**src/hdl/mcc_ram.sv**
```systemverilog
// mcc_ram: generic simple dual-port RAM, one write and one registered read port.
// No dependencies. Read during write to the same address returns the old data.
module mcc_ram #(
  parameter  int WIDTH  = 8,
  parameter  int DEPTH  = 16,
  localparam int ADDR_W = (DEPTH > 1) ? $clog2(DEPTH) : 1
) (
  input  logic              clk,
  input  logic              wr_en,
  input  logic [ADDR_W-1:0] wr_addr,
  input  logic [WIDTH-1:0]  wr_data,
  input  logic              rd_en,
  input  logic [ADDR_W-1:0] rd_addr,
  output logic [WIDTH-1:0]  rd_data
);

  logic [WIDTH-1:0] mem [DEPTH];

  always_ff @(posedge clk) begin
    if (wr_en) begin
      mem[wr_addr] <= wr_data;
    end
    if (rd_en) begin
      rd_data <= mem[rd_addr];
    end
  end

endmodule

```
**config.mk**
```make
export PLATFORM = sky130hd
export DESIGN_NAME = mcc_ram
export DESIGN_NICKNAME = d
export VERILOG_FILES = /design/src/hdl/mcc_ram.sv
export SDC_FILE = /design/constraint.sdc
export NUM_CORES = 1
export LEC_CHECK = 0
export BUFFER_PORTS_ARGS = -buffer_cell sky130_fd_sc_hd__buf_2
export CORE_MARGIN = 2
export CORE_UTILIZATION = 55
export CTS_BUF_LIST = sky130_fd_sc_hd__clkbuf_8
export CTS_CLUSTER_SIZE = 12
export DETAILED_ROUTE_END_ITERATION = 12
export PLACE_DENSITY = 0.73
export SLEW_MARGIN = 20
export SYNTH_ARGS = -nofsm -noshare
export SYNTH_HDL_FRONTEND = slang
export SYNTH_SLANG_ARGS = --single-unit
```
**constraint.sdc**
```tcl
create_clock -name clk -period 2.08 [get_ports clk]
set_input_delay 0.416 -clock clk [delete_from_list [all_inputs] [get_ports clk]]
set_output_delay 0.416 -clock clk [all_outputs]
set_load 0.01 [all_outputs]
```
* After elaboration in Yosys (flattened, before gate mapping)
Memory sizes are Yosys's and may differ from the RTL's. A register that Yosys moved wholly into a read port is not among the register bits. Cells that the tools add are included. W data, S select, Z words.
Cells by class: multiplexer cells 2
Operators with widths (number):
- $mux W1 | 2
Word-level totals: memories 1, register bits 0, word-level logic and storage cells 3, bits in writable memories 128, output and inout bits 8, bits of input ports 19
Memory list:
- mem | words 16, bits a word 8, rd ports 1, clocked after Yosys merged registers in 1, write ports 1, RTL line 17 | logic [WIDTH-1:0] mem [DEPTH];

* Logic depth before layout (Yosys ltp)
word-level depth 2, depth in mapped cells 5

* Worst setup path before layout
Ideal clock, no wire load.
path kind input port to flip-flop, start point input port wr_addr[2], end point memory mem[0][0], enable pin, stages 2, arrival time 1.526 ns, setup time 0.383 ns, path slack 0.171 ns, cells stage by stage or3b_2 nor3_1
RTL lines:
- start, declared | RTL line 10 | input logic [ADDR_W-1:0] wr_addr,
- end, declared | RTL line 17
No word-level cell before the write port.

==> metrics list <==
* Data required, critical path: 2.26 ns
* Cell types occupying the most area after synthesis: sky130_fd_sc_hd__edfxtp_1 (78%), sky130_fd_sc_hd__mux4_2 (7.8%), sky130_fd_sc_hd__mux4_1 (7.0%)
* Overall Power: 5.61 mW
- CP arrival: ~1.7 ns
* Effective utilization at floorplan: 56.6%
- The setup path with the least slack is of type input pin to register.
* Final min period: approximately 1.5 ns
* Post-route setup TNS: 0 ns
- In this run the most critical hold path is launched from rd_en.
- For this run, the number of Yosys warnings is 0.
- A synthesized cell averages 22.8 um^2.
- Measured against its own limit, the worst slew margin works out to 76.8%.
- Area taken by multi-input logic gates: 0.00106 mm^2
- Class of the tightest hold or removal check: input pin to register
- For this design, the CTS-stage hold fixing added 0 buffers.
* Area overhead of the layout relative to synthesis: 16.7%
- Register clock-pin slew on the reported worst setup and hold paths: 0.07 ns
- Cell accounting for the most synthesized area: sky130_fd_sc_hd__edfxtp_1
* Post-CTS setup-driven buffer insertion count: 0
* Post-Synth XOR/XNOR Area: 0%
- Sequential-to-total area share from yosys stat: 78.1%
- Number of slew-limit violations in the final report: 0
- Post-layout utilization of the core: 66.0%
- First-pass GRT wire length: roughly 14000 um
* Worst-margin pin slew: 0.349 ns
- The routed design has about 9100 um of wire.
- Number of antenna violations at the first check in global routing: 0
- Of the total synthesized cell area, the portion taken by full adders, half adders and majority gates is 0%.
- The H-tree generated during clock tree synthesis spans 4 levels.
- Sink count of the clock tree: 136
- The finished cells cover 0.00610 mm^2.
- The wire-length estimate of the detail-placed layout is 6080 um.
* Post-synthesis sequential element count: roughly 140
- Largest family of logic cells by synthesized area: multiplexers
- The critical path goes through buf_2, buf_12, mux4_1, a22oi_1, nand2_1.
- TritonCTS clock tree: built
- Clock latency on the worst-skew pair, taken at its later pin, is about 0.43 ns.
- Compound-cell area share of the yosys netlist: 2.30%
* Launching element type of the critical path: input pin
- Synthesized cell area: 0.00523 mm^2
- Unrepaired setup endpoints after global routing: false
- Vias after detailed routing: 2458
- Endpoints failing hold: 0
- Clock buffer depth: 2
- Placed standard-cell area: 0.00568 mm^2
- GRT Util Overall: around 20%
- In this design, the stage delay of the slowest critical-path cell is 0.59 ns.
- Setup violation total in the final timing report: 0
- In this run the critical register-to-register path is launched from mem[1][2].
* Total of fill cells in the finished design: a little under 600
* Max capacitance violation total: 0
- Result of the run: completed
* Number of diodes added for antenna fixing: 0
- Worst clock skew on the final layout: a little over 0.006 ns
- Number of top-level design ports: 27
* Max VDD drop: 0.000471 V
* Static leakage: between 2 and 2.5 nW
- Counting the buffers created by CTS gives 17.
- Startpoint of the worst setup timing path: rd_addr[0]
- For this design the ratio of total power to cell area is 920 mW/mm^2.
- Leaving out fill and tap cells, the most frequent cells in the layout are sky130_fd_sc_hd__edfxtp_1 (136), sky130_fd_sc_hd__buf_2 (26), sky130_fd_sc_hd__buf_4 (25).
- In this run, post-CTS repair resized a total of 0 instances.
- Final global-route overflow total: 0
- Synth Net Count: 248
- Largest net degree at the start of global routing: 33
- In this run the tool buffered the top-level ports with 26 buffer cells.
* Number of violations reported at the end of detailed-routing iteration 0: 169
- In the final routed layout, each cell accounts on average for 21.0 um.
- Post-route DRC violation count: 0
- The synthesized netlist devotes 3.14% of its cell area to simple gates.
- The library cell used most frequently in the layout, excluding fill and tap cells, is sky130_fd_sc_hd__edfxtp_1.
* Largest fanout of any net on the critical path: 14
- R2R Setup Slk: 0.59 ns
- The congestion estimate from routability-driven global placement came to 0.854.
* Register cell area after layout: 0.00408 mm^2
- Die Footprint: 0.0103 mm^2
* Ratio of cells with drive above 1 in the final layout: 33.1%
- Router iterations before antenna repair: 4
* Overall die height: 101 um
- The core region is 0.00924 mm^2.
- Counting every instance in the synthesized netlist gives 229.
* Vias per cell: 5.66
* Net count, final: 311
* Critical Path Slowest Stage Cell: sky130_fd_sc_hd__mux4_1
- CP endpoint kind: register
* Site row count: 35
* Via count of the first global-routing pass: 2497
- Antenna-violating nets left: 0
- Final cycle utilization of the critical path: 73.1%
* Area share of the largest cell type after synthesis: 78.1%
* Cell variety after synth: 18
- Library cell used as clock root buffer: sky130_fd_sc_hd__clkbuf_8
- Of the post-synthesis cell area, the part taken by muxes is 14.8%.
* Highest attainable clock frequency: 0.657 GHz
- Chip width: 101 um
-- metrics by stage --
step / worst slack (ns) / std cells / hold WS (ns)
after floorplan: 0.171 / 229 / 0.515
after global placement: 0.118 / 402 / 0.723
after detailed placement: 0.0937 / 402 / 0.737
after CTS: 0.555 / 434 / 0.330
after global routing: 0.522 / 434 / 0.334
final: 0.559 / 434 / 0.353
-- kinds of logic (layout without fill, tap and decap cells) --
family | Yosys count | in the layout
and+or+nand+nor | 35 | 35
muxes | 32 | 32
DFF | 136 | 136
AOI/OAI and AO/OA | 16 | 16
buffers and inverters | 10 | 86
-- area by class of cell --
type                            count  area share [%]
Clock buffer                       17            3.84
Clock inverter                     15            3.04
Multi-Input combinational cell     83            17.3
Sequential cell                   136            67.0
Tap cell                          129            2.65
Timing Repair Buffer               54            6.19
-- critical path, delay by kind of cell --
| kind | cells | cell delay (ns) |
|---|---|---|
| AOI/OAI and AO/OA | 1 | 0.25 |
| buffers and inverters | 2 | 0.35 |
| muxes | 1 | 0.59 |
| and+or+nand+nor | 1 | 0.09 |
-- flip-flops by register name, indices dropped and copies added, names as in the netlist --
name	flops
mem	128
rd_data	8
-- metal layers --
layer  GRT usage, %  vias up  part of all wire, %
met5              0        -                    0
met4           7.80        0                  1.2
met3           5.18       13                  5.6
met2           30.5       92                   49
met1           27.4     1245                   44
li1               -     1108                    -
-- path summary, 6_finish.rpt --
kind | end | cells past startpoint
max | rd_data[2] | 5
min | rd_data[4] | 1
max reg2reg | rd_data[2] | 3
min reg2reg | rd_data[4] | 3
-- cells in the mapped netlist --
master / count
sky130_fd_sc_hd__buf_4: 1
sky130_fd_sc_hd__clkdlybuf4s25_2: 3
sky130_fd_sc_hd__edfxtp_1: 136
sky130_fd_sc_hd__nor2_1: 13
sky130_fd_sc_hd__a22oi_1: 16
sky130_fd_sc_hd__and2b_1: 1
sky130_fd_sc_hd__or3b_2: 1
sky130_fd_sc_hd__buf_2: 3
sky130_fd_sc_hd__buf_6: 3
sky130_fd_sc_hd__nor3_1: 4
sky130_fd_sc_hd__nor2b_1: 1
sky130_fd_sc_hd__nand3_1: 1
sky130_fd_sc_hd__nand3b_1: 2
sky130_fd_sc_hd__mux4_1: 14
sky130_fd_sc_hd__and2_1: 1
sky130_fd_sc_hd__mux4_2: 18
sky130_fd_sc_hd__nand2_1: 9
sky130_fd_sc_hd__nand2b_1: 2
-- power breakdown --
part	total, mW	switching (mW)	leakage (nW)	internal [mW]
logic	0.288	0.159	0.636	0.129
clock network	2.22	0.937	0.205	1.29
registers	3.10	0.0162	1.24	3.09
total	5.61	1.11	2.08	4.50
Power figures use the tool's default switching activity.
