--- config.mk ---
export PLATFORM = sky130hd
export DESIGN_NAME = mcc_step
export DESIGN_NICKNAME = d
export VERILOG_FILES = /design/src/hdl/mcc_pkg.sv /design/src/hdl/mcc_step.sv
export SDC_FILE = /design/constraint.sdc
export NUM_CORES = 1
export LEC_CHECK = 0
export ABC_AREA = 0
export BUFFER_PORTS_ARGS = -buffer_cell sky130_fd_sc_hd__buf_2
export CORE_UTILIZATION = 35
export DETAILED_ROUTE_END_ITERATION = 10
export PLACE_DENSITY_LB_ADDON = 0.15
export RECOVER_POWER = 25
export SYNTH_ARGS = -nofsm -noshare
export SYNTH_HDL_FRONTEND = slang
export SYNTH_SLANG_ARGS = --single-unit
--- constraint.sdc ---
create_clock -name vclk -period 19.4
set_input_delay 3.88 -clock vclk [all_inputs]
set_output_delay 3.88 -clock vclk [all_outputs]
set_load 0.005 [all_outputs]
--- src/hdl/mcc_pkg.sv ---
// mcc_pkg: shared types, constants and helpers for the minimum-coin change table.
// No dependencies; used by every interface and by every module of the block but mcc_ram.
package mcc_pkg;

  localparam int NUM_DENOMS = 5;
  localparam int AMT_W      = 7;
  localparam int CNT_W      = 7;
  localparam int DENOM_W    = 8;
  localparam int CFG_IDX_W  = 3;
  localparam int SEL_W      = 3;

  localparam logic [CNT_W-1:0] COUNT_MAX = '1;

  typedef logic [AMT_W-1:0]     amt_t;
  typedef logic [CNT_W-1:0]     cnt_t;
  typedef logic [DENOM_W-1:0]   denom_t;
  typedef logic [SEL_W-1:0]     sel_t;
  typedef logic [CFG_IDX_W-1:0] cfg_idx_t;

  typedef denom_t [NUM_DENOMS-1:0] denom_arr_t;

  // one table entry: 1 + 7 + 5*7 = 43 bits
  typedef struct packed {
    logic                         reach;
    cnt_t                         total;
    logic [NUM_DENOMS-1:0][CNT_W-1:0] cnt;
  } entry_t;

  localparam int ENTRY_W = $bits(entry_t);

  localparam entry_t EMPTY_ENTRY = '{reach: 1'b1, total: '0, cnt: '0};
  localparam entry_t NONE_ENTRY  = '{reach: 1'b0, total: '0, cnt: '0};

  localparam denom_arr_t DENOM_RESET = {8'd40, 8'd25, 8'd8, 8'd5, 8'd1};

  localparam sel_t LAST_SEL = SEL_W'(NUM_DENOMS - 1);

  // saturating increment of a coin counter
  function automatic cnt_t sat_inc(input cnt_t v);
    sat_inc = (v == COUNT_MAX) ? COUNT_MAX : v + cnt_t'(1);
  endfunction

endpackage

--- src/hdl/mcc_step.sv ---
// mcc_step: one relaxation step, tries one denomination against the running best.
// Depends on mcc_pkg. Purely combinational; the caller registers the result.
module mcc_step (
  input  mcc_pkg::amt_t   amt,
  input  mcc_pkg::denom_t denom,
  input  mcc_pkg::sel_t   sel,
  input  mcc_pkg::entry_t src,
  input  mcc_pkg::entry_t best,
  output mcc_pkg::entry_t best_nxt
);

  logic            usable;
  logic            take;
  mcc_pkg::amt_t   diff;
  mcc_pkg::entry_t src_eff;

  always_comb begin
    usable  = (denom != '0) && (denom <= {1'b0, amt});
    diff    = amt - denom[mcc_pkg::AMT_W-1:0];
    // a difference of zero means the empty entry, not the table
    src_eff = (diff == '0) ? mcc_pkg::EMPTY_ENTRY : src;
    take    = usable && src_eff.reach && (!best.reach || (src_eff.total < best.total));

    best_nxt = best;
    if (take) begin
      best_nxt          = src_eff;
      best_nxt.total    = mcc_pkg::sat_inc(src_eff.total);
      best_nxt.cnt[sel] = mcc_pkg::sat_inc(src_eff.cnt[sel]);
    end
  end

endmodule

### Word level (Yosys, flattened, before mapping)

Index checks and enable logic that the tools add are counted.

* ROM bits: 0
* latch bits: 0
* RAM bits: 0
* memories: 0
* flip-flop bits (word level): 0

* add/sub/neg operators: 3
* multiply operators: 0
* shift operators: 0
* order comparisons: 4
* reductions and logical operators: 8
* muxes and demuxes: 9
* divide/modulo/power cells: 0
* bitwise gates (word level): 0
* equality and inequality tests: 2

Operators by type and width (number)
* two-way mux 43 bit: 2
* bitwise mux 35 bit: 1
* two-way mux 7 bit: 4
* binary-select mux 7 bit (select 3 bit): 1
* demux 7 bit (select 3 bit): 1
* adder 7 x 1 -> 7 bit, second input constant: 2
* equality test 7 bit, second input constant: 2
* less-or-equal comparator 8 x 7 -> 1 bit: 1
* nonzero test 8 bit: 1
* zero test 7 bit: 1
* < comparator 7 bit: 1
* subtractor 7 bit: 1
* logical AND 1 bit: 4
* < comparator 3 x 4 -> 1 bit, second input constant: 1
* greater-or-equal comparator 3 x 1 -> 1 bit, second input constant: 1
* zero test 1 bit: 1
* logical OR 1 bit: 1

### Depth between registers and ports, before layout

* depth after elaboration: 9
* mapped depth: 21

### Worst setup path after synthesis

Ideal clock, no wire load.

* kind: input port to output port
* from: in amt[2]
* to: out best_nxt[27] (netlist bit)
* setup slack: 7.882 ns
* arrival: 7.638 ns
* stages: 20
* path through: inv_1 > ha_1 > o21ai_1 > a21oi_1 > or3_1 > a211o_1 > buf_2 > nor2_1 > clkbuf_1 > nor2_1 > ha_1 > a21o_1 > a21oi_1 > nor2b_1 > o21ai_0 > o211ai_1 > nor4_4 > buf_6 > buf_6 > mux2_1

RTL lines
* from (decl): line mcc_step.sv:4 `input mcc_pkg::amt_t amt,`
* to (decl): line mcc_step.sv:9 `output mcc_pkg::entry_t best_nxt`

==> impl_metrics.csv <==
group,metric,value,unit
synth,yosys.area_share.simple,22.79,%
sta,setup_tns,0,ns
critical_path,worstSetupPathType,"input pin to output port",
sta,clock.fmax,66.27,MHz
synth,synthCells,383,
layout,final_core_util,46.14,%
synth,yosysWarnings,0,
route,num_vias,3459,
sta,rsz0062_at_grt,"false",
synth,syn_area,2651,sq um
synth,yosys.area.top_type,"ha_1",
clock_network,postCtsSetupRepairBufs,0,
route,drt_iter0_drc,168,
layout,clock_buffers,0,
floorplanning,start_util,36.36,%
route,wl_per_cell,16.19,microns
min_path,min_path_type,"input pin to output port",
synth,avgSynthCellArea,6.922,sq um
synth,syn_nets,506,
placement,gp_congestion,0.8907,
clock_network,ctsHoldBuffers,0,
power_and_ir_drop,p_int,0.03768,mW
critical_path,max_stage_delay,2.70,ns
critical_path,crit_family,"simple AND/OR/NAND/NOR gates",
floorplanning,die_x,89.04,microns
synth,seq_area_frac_synth,0,%
floorplanning,dieArea,7927,sq um
status,status,"finished, violations left",
critical_path,setup.worst_path.start_class,"input pin",
sta,fin_crit_sh,77.78,%
critical_path,critical_path.cell_chain,"clkbuf_1 -> inv_1 -> ha_1 -> o21ai_0 -> a21oi_1 -> o41ai_1 -> xor2_1 -> nand2_1 -> and2_1 -> ha_1 -> a21oi_1 -> nor2b_1 -> o21ai_0 -> o211ai_1 -> nor4_1 -> buf_4 -> mux2_2 -> buf_2",
status,violations,"max-capacitance violations, max-slew violations",
placement,dp.final_hpwl,7759,microns
synth,synthAdderAreaFrac,9.344,%
run,drv_cap,1,
route,drc,0,
power_and_ir_drop,p_leak,1.618,nW
sta,min_period,15.09,ns
synth,synth_compound_area_share,37.90,%
placement,post-place-cells,601,
sta,holdWs,8.049,ns
floorplanning,io_pins,147,
global_routing,grt_max_degree,34,
floorplanning,die_h,89.04,microns
sta,tightest_slew,3.563,ns
power_and_ir_drop,pwr-share-clk,0,%
global_routing,grtUsageTotal,23.61,%
power_and_ir_drop,combinationalPowerShare,100.0,%
synth,synth_top_family_by_area,"compound AO/OA/AOI/OAI gates",
layout,regArea,0,sq um
floorplanning,rows,31,
power_and_ir_drop,seq_power_share,0,%
synth,synth_commonest_cells,"nor2_1 (28), inv_1 (25), o21ai_0 (23)",
critical_path,cp_data_required_time,15.52,ns
synth,netlist.area_leader.share,8.966,%
route,first_pass_iters,5,
critical_path,cp_data_arrival_time,11.21,ns
power_and_ir_drop,p_switching,0.04785,mW
sta,setup_viol,0,
synth,ys_types,62,
layout,fill_cells,800,
clock_network,cts.repair.resized,0,
critical_path,crit_buf_inv,4,
global_routing,grt_pass1_wl,15060,microns
sta,slew_headroom,-139.7,%
layout,finalNonFillerCells,601,
layout,seq_cells,0,
synth,synth_mux_area_share,18.26,%
power_and_ir_drop,p_per_area,25.42,nW/um^2
synth,synthXorXnorAreaFrac,2.643,%
global_routing,antenna_found_initial,0,
global_routing,grt_overflow,0,
layout,antennaDiodeCount,0,
power_and_ir_drop,netSwitchingFraction,55.94,%
sta,slew_violations,19,
layout,drive_gt1_share,34.66,%
route,drt_wl_total,9728,microns
placement,portBuffers,147,
layout,area_growth,26.90,%
floorplanning,coreArea,7292,sq um
layout,nets,627,
route,ant_nets,0,
synth,synth_most_common_cell,"nor2_1",
route,viasPerCell,5.755,
critical_path,endpoint_kind,"output port",
global_routing,grt_pass1_vias,3113,
power_and_ir_drop,ir_drop,0.00001127,V
synth,synth_area_leaders,"ha_1 (9.0%), mux2_2 (7.6%), o31ai_1 (6.2%)",
critical_path,crit_path_max_fanout,21,
critical_path,cpMaxStageDelayCell,"nor4_1",
sta,finalHoldViolCount,0,
## per-layer routing
metal  share of wire [%]  global-route usage, %
met1                  46                  35.18
met2                  44                  38.60
met3                 8.6                  1.293
met4                0.86                  2.309
met5                   0                      0
## through the flow
stage,setup WS [ns],area (sq um),power [mW]
floorplan,7.882,2651,0.05372
global placement,6.516,3395,0.08459
detailed placement,6.251,3395,0.08519
CTS,6.220,3395,0.08570
global route,3.449,3364,0.09428
finish,4.311,3364,0.08553
## logic make-up after synthesis
logic type               count (synthesis)
adder cells (fa/ha/maj)                 20
buffers and inverters                   56
multiplexers                            44
AO/OA/AOI/OAI                          141
XOR/XNOR                                 8
AND/OR/NAND/NOR                        114
## final cells by class
class / instances / area, sq um / share of cell area (%)
Timing Repair Buffer: 150 / 750.7 / 22.31
Inverter: 25 / 93.84 / 2.789
Tap cell: 99 / 123.9 / 3.682
Multi-Input combinational cell: 327 / 2396 / 71.22
## power by group through the flow
stage / combinational (mW) / sequential (mW) / clock (mW)
floorplan: 0.0537 / 0 / 0
global placement: 0.0846 / 0 / 0
detailed placement: 0.0852 / 0 / 0
CTS: 0.0857 / 0 / 0
global route: 0.0943 / 0 / 0
finish: 0.0855 / 0 / 0
## cells in the final DEF, fill, tap and decap left out, types with 3 or more instances in the layout
cell type,Yosys,layout
o21ai_0,23,24
mux2_1,9,9
nand3_1,13,13
nor2_1,28,28
xnor2_1,6,5
a31oi_1,9,9
mux2i_1,15,15
o22ai_1,11,11
a21oi_1,17,17
o211a_1,5,5
ha_1,19,19
and3_1,5,5
nand2_1,16,16
a41oi_1,9,9
o41ai_1,5,6
nor3_1,14,14
mux2_2,18,18
buf_2,3,144
a21o_1,3,3
nand2b_1,6,6
o31ai_1,22,22
clkbuf_1,21,4
nor2b_1,4,4
and2_1,9,9
o211ai_1,14,14
nor4_1,2,3
inv_1,25,25
nand4_1,3,3
or3_1,3,3
## worst paths after layout
check | startpoint | endpoint | slack [ns] | depth (start not counted)
worst max-delay path | amt[2] | best_nxt[12] | 4.31 | 18
worst min-delay path | best[40] | best_nxt[40] | 8.05 | 3
(Power assumes the default switching activity.)
