## src/hdl/mcc_pkg.sv

```systemverilog
// mcc_pkg: shared types, constants and helpers for the minimum-coin change table.
// No dependencies; used by every interface and by every module of the block but mcc_ram.
package mcc_pkg;

  localparam int NUM_DENOMS = 5;
  localparam int AMT_W      = 7;
  localparam int CNT_W      = 7;
  localparam int DENOM_W    = 8;
  localparam int CFG_IDX_W  = 3;
  localparam int SEL_W      = 3;

  localparam logic [CNT_W-1:0] COUNT_MAX = '1;

  typedef logic [AMT_W-1:0]     amt_t;
  typedef logic [CNT_W-1:0]     cnt_t;
  typedef logic [DENOM_W-1:0]   denom_t;
  typedef logic [SEL_W-1:0]     sel_t;
  typedef logic [CFG_IDX_W-1:0] cfg_idx_t;

  typedef denom_t [NUM_DENOMS-1:0] denom_arr_t;

  // one table entry: 1 + 7 + 5*7 = 43 bits
  typedef struct packed {
    logic                         reach;
    cnt_t                         total;
    logic [NUM_DENOMS-1:0][CNT_W-1:0] cnt;
  } entry_t;

  localparam int ENTRY_W = $bits(entry_t);

  localparam entry_t EMPTY_ENTRY = '{reach: 1'b1, total: '0, cnt: '0};
  localparam entry_t NONE_ENTRY  = '{reach: 1'b0, total: '0, cnt: '0};

  localparam denom_arr_t DENOM_RESET = {8'd40, 8'd25, 8'd8, 8'd5, 8'd1};

  localparam sel_t LAST_SEL = SEL_W'(NUM_DENOMS - 1);

  // saturating increment of a coin counter
  function automatic cnt_t sat_inc(input cnt_t v);
    sat_inc = (v == COUNT_MAX) ? COUNT_MAX : v + cnt_t'(1);
  endfunction

endpackage

```

## src/hdl/mcc_cfg_if.sv

```systemverilog
// mcc_cfg_if: register write channel (index, data).
// Depends on mcc_pkg.
interface mcc_cfg_if;
  logic              valid;
  logic              ready;
  mcc_pkg::cfg_idx_t index;
  mcc_pkg::denom_t   data;

  modport source (output valid, output index, output data, input ready);
  modport sink   (input valid, input index, input data, output ready);
endinterface

```

## src/hdl/mcc_cfg_regs.sv

```systemverilog
// mcc_cfg_regs: the five denomination registers behind the configuration channel.
// Depends on mcc_pkg and mcc_cfg_if. Indexes past the last register are dropped.
module mcc_cfg_regs (
  input  logic                clk,
  input  logic                rst_n,
  mcc_cfg_if.sink             cfg_ch,
  output mcc_pkg::denom_arr_t denoms
);

  mcc_pkg::denom_arr_t denoms_r;

  assign cfg_ch.ready = 1'b1;
  assign denoms       = denoms_r;

  always_ff @(posedge clk) begin
    if (!rst_n) begin
      denoms_r <= mcc_pkg::DENOM_RESET;
    end else if (cfg_ch.valid) begin
      for (int i = 0; i < mcc_pkg::NUM_DENOMS; i++) begin
        if (cfg_ch.index == mcc_pkg::CFG_IDX_W'(i)) begin
          denoms_r[i] <= cfg_ch.data;
        end
      end
    end
  end

endmodule

```

## src/flat_wrapper.sv

```systemverilog
// flat-port wrapper written by rule: the top's interface ports become plain ports
module mcc_cfg_regs_flat 
  (clk, rst_n, denoms, cfg_ch_valid, cfg_ch_index, cfg_ch_data, cfg_ch_ready);
  mcc_cfg_if cfg_ch_i ();
  input  logic clk;
  input  logic rst_n;
  output mcc_pkg::denom_arr_t denoms;
  input wire logic [$bits(cfg_ch_i.valid)-1:0] cfg_ch_valid;
  input wire logic [$bits(cfg_ch_i.index)-1:0] cfg_ch_index;
  input wire logic [$bits(cfg_ch_i.data)-1:0] cfg_ch_data;
  output wire logic [$bits(cfg_ch_i.ready)-1:0] cfg_ch_ready;
  assign cfg_ch_i.valid = cfg_ch_valid;
  assign cfg_ch_i.index = cfg_ch_index;
  assign cfg_ch_i.data = cfg_ch_data;
  assign cfg_ch_ready = cfg_ch_i.ready;
  mcc_cfg_regs u_core (.clk(clk), .rst_n(rst_n), .cfg_ch(cfg_ch_i), .denoms(denoms));
endmodule
```

## config.mk

```make
export PLATFORM = sky130hd
export DESIGN_NAME = mcc_cfg_regs_flat
export DESIGN_NICKNAME = d
export VERILOG_FILES = /design/src/hdl/mcc_pkg.sv /design/src/hdl/mcc_cfg_if.sv /design/src/hdl/mcc_cfg_regs.sv /design/src/flat_wrapper.sv
export SDC_FILE = /design/constraint.sdc
export NUM_CORES = 1
export LEC_CHECK = 0
export CORE_ASPECT_RATIO = 0.75
export CORE_UTILIZATION = 65
export DETAILED_ROUTE_END_ITERATION = 10
export DONT_BUFFER_PORTS = 1
export HOLD_SLACK_MARGIN = 0.1
export PLACE_DENSITY = 0.81
export SYNTH_ARGS = -nofsm -noshare
export SYNTH_HDL_FRONTEND = slang
export SYNTH_SLANG_ARGS = --single-unit
```

## constraint.sdc

```tcl
create_clock -name clk -period 2.7 [get_ports clk]
set_input_delay 0.405 -clock clk [delete_from_list [all_inputs] [get_ports clk]]
set_output_delay 0.405 -clock clk [all_outputs]
set_load 0.02 [all_outputs]
```

Word-level counts from Yosys, hierarchy flattened
Index checks and enable logic that the tools add are counted.
- reduce and logical (&&, ||, !) cells: 6
- equality and inequality tests: 4
- operators with widths (kind ; number):
    AND reduction 2 bit ; 5
    == test 3 x 2 -> 1 bit (second input constant) ; 2
    == test 3 x 1 -> 1 bit (second input constant) ; 1
    == test 3 bit (second input constant) ; 1
    zero test 3 bit ; 1
- flip-flop bits (word level): 40
- output and inout port bits: 41
- word-level logic and storage cells: 15

Longest topological paths before layout
- word-level depth: 2
- mapped depth: 4

Worst setup path after synthesis
Ideal clock, no wire load.
- kind: input to register
- start: input port cfg_ch_index[0]
- end: register u_core.denoms_r (netlist bit u_core.denoms[0])
- path slack: 1.382 ns
- path buffers: 1
- library setup time: 0.124 ns
- required time: 2.576 ns
- arrival: 1.194 ns
- stages: 3
- cell sequence: or4b_1 buf_6 mux2i_1
- longest elaborated chain between the ends: 2
- RTL lines (item ; RTL line ; source):
    start: declaration ; flat_wrapper.sv:9 ; input wire logic [$bits(cfg_ch_i.index)-1:0] cfg_ch_index;
    zero test 3 bit ; mcc_cfg_regs.sv:20 ; if (cfg_ch.index == mcc_pkg::CFG_IDX_W'(i)) begin
    AND reduction 2 bit (no source line) ; - ;
    end signal: assignment ; mcc_cfg_regs.sv:17 ; denoms_r <= mcc_pkg::DENOM_RESET;
    end signal: indexed assignment ; mcc_cfg_regs.sv:21 ; denoms_r[i] <= cfg_ch.data;
    end: declaration ; mcc_cfg_regs.sv:10 ; mcc_pkg::denom_arr_t denoms_r;
No other way between the ends.
A chain may end at the register's enable or synchronous reset.

Worst setup path in the final report
- start: register u_core.denoms_r (netlist bit u_core.denoms[29])
- end: output port denoms[29] (netlist name)
- RTL lines (item ; RTL line ; source):
    end: declaration ; flat_wrapper.sv:7 ; output mcc_pkg::denom_arr_t denoms;
No word-level cell between the ends.

==> impl_metrics.ini <==
[routing]
viasPerCell = 5.49
first_pass_iters = 4
drc = 0
wirelength_mm = 3.03
met2WireLength_mm = 1.41
top_layer_used = met4
drt_iter0_markers = 40
wl_met1_mm = 1.23
routed-via-count = 988
wl_met3_um = 350
avgRoutedWirePerCell_um = 16.9
detail-route-antenna-nets = 0

[hold_path]
hold_class = in2reg

[finish]
antennaDiodeCount = 0
largest_reg_flops = 40
final_layout_size_suffix_gt1_frac = 0.0405
layout_common_cells = mux2i_1, dfxtp_1, nand2_1, nor2b_1, clkbuf_4
nets = 161
final_cell_area_um2 = 1600
multi_input_area_um2 = 702
area_growth_syn_to_layout_pct = 2.48
fill_cells = 176
seqCellArea_um2 = 801

[synth]
synth_seq_cells = 40
syn-num-nets = 166
synth_top_family_by_area = multiplexers
synthAdderAreaFrac = 0
synth_compound_area_frac = 0
yosysSeqAreaShare = 0.512
yosys.area_share.simple = 0.191
yosysWarnings = 0
syn_avg_cell_area_um2 = 10.3
netlist_area_um2 = 1560
synth-xor-area-share = 0
synth_cells = 152
ys_types = 14
synth_mux_area_frac = 0.256

[timing]
worst_pin_slew_ns = 0.651
period_minus_slack_ns = 1.25
grt_setup_unrepaired = false
clock_skew_ns = 0
finalHoldViolations = 0
maxSlewHeadroom = 0.563
setup_tns_ns = 0
finalMaxSlewViolations = 0
clock.fmax_mhz = 802
timing.final.crit_share = 0.462
setup_viol = 0

[grt]
grt_max_degree = 54
gr-total-overflow = 0
grt_pass1_wl_mm = 4.73
grt_pass1_vias = 1027
antenna_found_initial = 0
grtUsageTotal = 0.263

[clocking]
cts_sinks = 40
numCtsBuffers = 5
ctsHoldBuffers = 0
cts_resized = 0
post_cts_buffers = 0
clkLatencyLatePin_ns = 0.35
h-tree-depth = 2
clkTransAtPathRegs_ns = 0.11
clockBufferDepth = 2
cts-root-buf = clkbuf_4
cts_tree = done

[power_and_ir_drop]
fin_total_pwr_uw = 985
powerDensity_nw_per_um2 = 615
leakagePower_nw = 0.725
vdd_ir_drop_max_uv = 420

[worst_setup_path]
cp-end-kind = primary output
crit_type = reg2out
crit_required_ns = 2.30
start_kind = flop
cp_data_arrival_time_ns = 0.84
critPathMaxFanout = 2

[job]
drv_cap = 0

[place]
io_buffers = 0
place.gp.congestion = 0.749
dp_hpwl_mm = 2.15
post_dp_cell_area_um2 = 1540

[die]
coreArea_um2 = 2140
num_io_pins = 55
initial_core_util = 0.731
fp.dieW_um = 58.6
rows = 14
die_area_um2 = 2610
die_h_um = 44.5

[outcome]
status = finished clean
kinds of logic (layout without fill, tap and decap cells):
family	count (synthesis)	count (layout)
buffers and inverters	12	8
DFF	40	40
and+or+nand+nor	59	59
other	1	1
muxes	40	40
cell usage after synthesis:
cell type / n / share of area
dfxtp_1: 40 / 0.51
mux2i_1: 40 / 0.26
and4bb_1: 1 / 0.0080
nand2_1: 39 / 0.094
and4b_1: 1 / 0.0064
nand4b_1: 1 / 0.0056
buf_4: 1 / 0.0048
buf_2: 3 / 0.0096
nor2b_1: 14 / 0.056
buf_6: 1 / 0.0072
clkbuf_1: 7 / 0.017
or4b_1: 1 / 0.0064
conb_1: 1 / 0.0024
nand4bb_1: 2 / 0.014
stage by stage:
| stage | hold slack, ns | util | worst slack, ns | cells |
|---|---|---|---|---|
| floorplan | 0.533 | - | 1.38 | 152 |
| global placement | 0.543 | 0.722 | 1.22 | 172 |
| detailed placement | 0.547 | 0.722 | 1.21 | 172 |
| CTS | 0.188 | 0.749 | 1.45 | 180 |
| global route | 0.182 | 0.749 | 1.41 | 180 |
| finish | 0.199 | 0.749 | 1.45 | 180 |
power by group:
part / switching, mW / internal (mW)
Clock: 0.185 / 0.129
Sequential: 0.0248 / 0.603
Combinational: 0.0225 / 0.0207
Total: 0.232 / 0.752
routing by layer:
| layer | vias up | track usage |
|---|---|---|
| li1 | 486 | - |
| met1 | 454 | 0.282 |
| met2 | 40 | 0.416 |
| met3 | 8 | 0.167 |
| met4 | 0 | 0.114 |
| met5 | - | 0 |
final cells by class:
type / instances / share of cell area
flip-flops and latches: 40 / 0.500
multi-input cells: 100 / 0.438
clock buffers: 8 / 0.0367
well taps: 32 / 0.0250
final timing paths:
path | from | cells after the start | slack [ns] | endpoint
worst max-delay path | u_core.denoms[29] | 0 | 1.45 | denoms[29]
worst min-delay path | rst_n | 2 | 0.20 | u_core.denoms[26]
worst max register to register | u_core.denoms[39] | 2 | 1.89 | u_core.denoms[39]
worst min register to register | u_core.denoms[18] | 2 | 0.57 | u_core.denoms[18]
Power figures use the tool's default switching activity.
